**src/maf_pkg.sv**
```systemverilog
// shared widths, register indexes and unit handshake types for the attitude filter
`timescale 1ns / 1ps

package maf_pkg;

    localparam int RATE_W      = 24;
    localparam int ACCEL_W     = 16;
    localparam int QUAT_W      = 32;
    localparam int S_TDATA_W   = 120;
    localparam int M_TDATA_W   = 128;

    localparam int CFG_IDX_W   = 2;
    localparam int CFG_DATA_W  = 32;
    localparam int PGAIN_W     = 23;
    localparam int IGAIN_W     = 23;
    localparam int PERIOD_W    = 30;

    localparam logic [CFG_IDX_W-1:0] REG_PROP_GAIN = 2'd0;
    localparam logic [CFG_IDX_W-1:0] REG_INT_GAIN  = 2'd1;
    localparam logic [CFG_IDX_W-1:0] REG_PERIOD    = 2'd2;

    localparam int RD_NUM_W    = 64;
    localparam int RD_DEN_W    = 32;

    typedef struct packed {
        logic start;
        logic is_sqrt;
    } rd_req_t;

    typedef struct packed {
        logic busy;
        logic done;
    } rd_stat_t;

endpackage

```
**src/maf_root_div.sv**
```systemverilog
// bit-serial unsigned divider and integer square root sharing one subtractor
`timescale 1ns / 1ps

module maf_root_div (
    input  logic                          aclk,
    input  logic                          aresetn,
    input  maf_pkg::rd_req_t              req,
    input  logic [maf_pkg::RD_NUM_W-1:0]  num,
    input  logic [maf_pkg::RD_DEN_W-1:0]  den,
    output maf_pkg::rd_stat_t             stat,
    output logic [maf_pkg::RD_NUM_W-1:0]  result
);
    import maf_pkg::*;

    localparam int REM_W = RD_DEN_W + 2;
    localparam int CNT_W = $clog2(RD_NUM_W);

    logic                 busy_reg, busy_next;
    logic                 done_reg, done_next;
    logic                 sqrt_reg, sqrt_next;
    logic [CNT_W-1:0]     cnt_reg, cnt_next;
    logic [RD_NUM_W-1:0]  src_reg, src_next;
    logic [RD_NUM_W-1:0]  res_reg, res_next;
    logic [RD_DEN_W-1:0]  den_reg, den_next;
    logic [REM_W-1:0]     rem_reg, rem_next;
    logic [REM_W+1:0]     shift_rem;
    logic [REM_W+1:0]     trial;

    always_comb begin
        busy_next = busy_reg;
        done_next = 1'b0;
        sqrt_next = sqrt_reg;
        cnt_next  = cnt_reg;
        src_next  = src_reg;
        res_next  = res_reg;
        den_next  = den_reg;
        rem_next  = rem_reg;
        shift_rem = '0;
        trial     = '0;
        if (busy_reg) begin
            if (sqrt_reg) begin
                shift_rem = {rem_reg, src_reg[RD_NUM_W-1 -: 2]};
                trial     = (REM_W+2)'({res_reg[RD_DEN_W-1:0], 2'b01});
                src_next  = src_reg << 2;
            end else begin
                shift_rem = (REM_W+2)'({rem_reg, src_reg[RD_NUM_W-1]});
                trial     = (REM_W+2)'(den_reg);
                src_next  = src_reg << 1;
            end
            if (shift_rem >= trial) begin
                rem_next = REM_W'(shift_rem - trial);
                res_next = {res_reg[RD_NUM_W-2:0], 1'b1};
            end else begin
                rem_next = REM_W'(shift_rem);
                res_next = {res_reg[RD_NUM_W-2:0], 1'b0};
            end
            if (cnt_reg == '0) begin
                busy_next = 1'b0;
                done_next = 1'b1;
            end else begin
                cnt_next = cnt_reg - 1'b1;
            end
        end else if (req.start) begin
            busy_next = 1'b1;
            sqrt_next = req.is_sqrt;
            cnt_next  = req.is_sqrt ? CNT_W'(RD_NUM_W / 2 - 1) : CNT_W'(RD_NUM_W - 1);
            src_next  = num;
            den_next  = den;
            rem_next  = '0;
            res_next  = '0;
        end
    end

    always_ff @(posedge aclk) begin
        if (!aresetn) begin
            busy_reg <= 1'b0;
            done_reg <= 1'b0;
        end else begin
            busy_reg <= busy_next;
            done_reg <= done_next;
        end
    end

    always_ff @(posedge aclk) begin
        sqrt_reg <= sqrt_next;
        cnt_reg  <= cnt_next;
        src_reg  <= src_next;
        res_reg  <= res_next;
        den_reg  <= den_next;
        rem_reg  <= rem_next;
    end

    assign stat   = '{busy: busy_reg, done: done_reg};
    assign result = res_reg;

endmodule

```
**config.mk**
```make
export PLATFORM = sky130hd
export DESIGN_NAME = maf_root_div
export DESIGN_NICKNAME = d
export VERILOG_FILES = /design/src/maf_pkg.sv /design/src/maf_root_div.sv
export SDC_FILE = /design/constraint.sdc
export NUM_CORES = 1
export LEC_CHECK = 0
export ABC_AREA = 0
export BUFFER_PORTS_ARGS = -buffer_cell sky130_fd_sc_hd__buf_2
export CORE_UTILIZATION = 30
export DETAILED_ROUTE_END_ITERATION = 16
export PLACE_DENSITY = 0.54
export SYNTH_ARGS = -nofsm -noshare
export SYNTH_HDL_FRONTEND = slang
export SYNTH_SLANG_ARGS = --single-unit
```
**constraint.sdc**
```tcl
create_clock -name aclk -period 4.4 [get_ports aclk]
set_input_delay 0.88 -clock aclk [delete_from_list [all_inputs] [get_ports aclk]]
set_output_delay 0.88 -clock aclk [all_outputs]
set_load 0.005 [all_outputs]
```
==> flow_metrics.tcl <==
set metrics [dict create \
    avgSynthCellArea_um2 11.5 \
    port_buffers 165 \
    critPathLaunchType "flip-flop" \
    synthesis.area_mm2 0.0111 \
    slew_violations 0 \
    antenna_found_initial 1 \
    setup_violations 0 \
    yosysSeqAreaShare 0.546 \
    drv_cap 0 \
    synthCells 967 \
    ios 166 \
    firstDrtPassIters 4 \
    p_sw_mw 2.26 \
    clock-sinks 203 \
    yosysWarningCount 0 \
    first_iter_violations 361 \
    grt_remaining_overflow 0 \
    fin_setup_tns_ns 0 \
    placed_area_mm2 0.0124 \
    p_sw_frac 0.333 \
    synth.distinct_cells 65 \
    r2r_cells 14 \
    ys.flop_type "edfxtp_1" \
    finalPower_mw 6.78 \
    ys_ff_latch 203 \
    ctsResizeCount 0 \
    synth_top_area_cell "edfxtp_1" \
    drt-vias-per-instance 4.84 \
    syn2layout_area_growth_pct 18.9 \
    core_mm2 0.0365 \
    cts_root_buf "clkbuf_16" \
    async_flop_share 0 \
    p_int_mw 4.52 \
    seqPwrFrac 0.380 \
    p_clk_frac 0.294 \
    wl_per_cell_um 15.9 \
    drive_above_1_share 0.233 \
    cp-endpoint "rem_reg[9]$_SDFFCE_PN0P_" \
    synth.most_common_cell "edfxtp_1" \
    timing.final.crit_share 0.886 \
    vias 7750 \
    place_congestion 0.807 \
    peakVddDrop_mv 0.344 \
    timing.rr.start "sqrt_reg$_DFFE_PP_" \
    worst_pin_slew_ns 1.05 \
    die_h_um 195 \
    finClkSkew_ns 0.0131 \
    fmax_ghz 0.257 \
    cts_buffers 25 \
    cp-startpoint "sqrt_reg$_DFFE_PP_" \
    crit_arrival_ns 4.19 \
    holdBufCountCts 0 \
    min_period_ns 3.90 \
    fillers 3615 \
    hp-class "in2reg" \
    slew-limit-headroom 0.300 \
    final_cells 1602 \
    start_util 0.304 \
    post-route-util 0.362 \
    ys_top_cells_by_count "edfxtp_1, a21oi_1, mux2i_1" \
    final_cell_area_mm2 0.0132 \
    first_global_vias 7540 \
    power_frac_comb 0.326 \
    leakage_nw 5.42 \
    final_nets 1252 \
    cts_tree "built" \
    clk_latency_ns 0.54 \
    syn-num-nets 1104 \
    post_cts_buffers 0 \
    ant_nets 0 \
    status "completed" \
    die_area_mm2 0.0378 \
    fp-row-count 70 \
    synthTopCellsByArea "edfxtp_1, mux2i_1, a21oi_1, and2_1, ha_1" \
    synth_edf_count 201 \
    grt_pass1_wl_mm 40.4 \
    diodes 0 \
    grt_max_degree 99 \
    rsz0062_at_grt "false" \
    drc 0 \
    synth_top_area_share 0.543 \
    cts-htree-levels 1 \
    timing.rr.end "rem_reg[9]$_SDFFCE_PN0P_" \
    endpoint_kind "flip-flop" \
    cts_buffer_depth 3 \
    dp_cells 1556 \
    grt_use_total 0.131 \
    crit_type "reg2reg" \
    path_clk_slew_ns 0.06 \
    required_ns 4.69 \
    hold_viol 0 \
    cp_max_fo 45 \
    r2r_slack_ns 0.50 \
    wl_mm 25.5 \
    place_hpwl_mm 17.5 \
    powerDensity_mw_per_mm2 513 \
    die_width_um 195 \
]
metrics by stage:
stage	hold slack, ns	setup WS, ns
after detailed placement	0.539	0.499
after CTS	0.487	0.489
after floorplan	0.537	0.374
after global placement	0.531	0.675
after global routing	0.495	0.181
final	0.515	0.503
power groups by stage:
stage                     logic (mW)  clock network [mW]  registers, mW
after floorplan                 1.72                   0           2.56
after global placement          2.20                   0           2.61
after detailed placement        2.21                   0           2.61
after CTS                       2.23                2.06           2.58
after global routing            2.48                2.13           2.61
final                           2.21                2.00           2.58
cell families (layout without fill, tap and decap cells):
group	count (synthesis)	after routing	synth area share
flops	203	203	0.546
simple gates	281	281	0.125
xor+xnor	22	22	0.0173
fa+ha+maj	37	37	0.0423
compound gates	223	223	0.122
buf+inv	74	241	0.0293
mux	127	127	0.118
cells in the final DEF (no fill, tap or decap), types with 25 or more instances in the layout:
cell / instances
ha_1: 36
edfxtp_1: 201
clkbuf_16: 25
buf_2: 165
mux2_2: 33
a21oi_1: 126
and2_1: 73
mux2i_1: 94
nor2_1: 83
nand2_1: 62
cell type report:
type / count / area [um^2] / share of cell area
clock buffers: 27 / 633 / 0.0479
clock inverters: 19 / 161 / 0.0122
inverters: 17 / 67.6 / 0.00511
multi-input cells: 690 / 4730 / 0.358
flip-flops and latches: 203 / 6080 / 0.460
well taps: 468 / 586 / 0.0443
repair buffers: 178 / 961 / 0.0727
how the worst min path moves through the flow:
stage	startpoint	end	slack, ns	cells past startpoint
CTS	den[31]	den_reg[31]$_DFFE_PP_	0.49	1
global placement	result[33]$_SDFFCE_PN0P_	result[34]$_SDFFCE_PN0P_	0.53	1
global route	den[11]	den_reg[11]$_DFFE_PP_	0.50	1
finish	den[11]	den_reg[11]$_DFFE_PP_	0.52	1
detailed placement	result[58]$_SDFFCE_PN0P_	result[59]$_SDFFCE_PN0P_	0.54	1
floorplan	src_reg[0]$_SDFFCE_PP0P_	src_reg[1]$_DFFE_PP_	0.54	1
routing by layer:
metal / GRT usage / up-vias / routed length [um]
li1: - / 3900 / -
met1: 0.190 / 3662 / 12800
met2: 0.200 / 147 / 11200
met3: 0.0220 / 39 / 1100
met4: 0.0353 / 2 / 445
met5: 0 / - / 12
critical path, stage by stage (launching register included):
cell	delay [ns]
edfxtp_1	0.37
buf_12	0.28
mux2i_1	0.33
ha_1	0.22
inv_1	0.06
fa_1	0.41
a21oi_2	0.24
o211ai_4	0.13
a211oi_4	0.35
o21ai_2	0.13
a221oi_2	0.36
a21o_1	0.18
buf_4	0.31
nor3_1	0.11
o21a_1	0.17
Note: power is estimated with default switching activity, not from simulation.
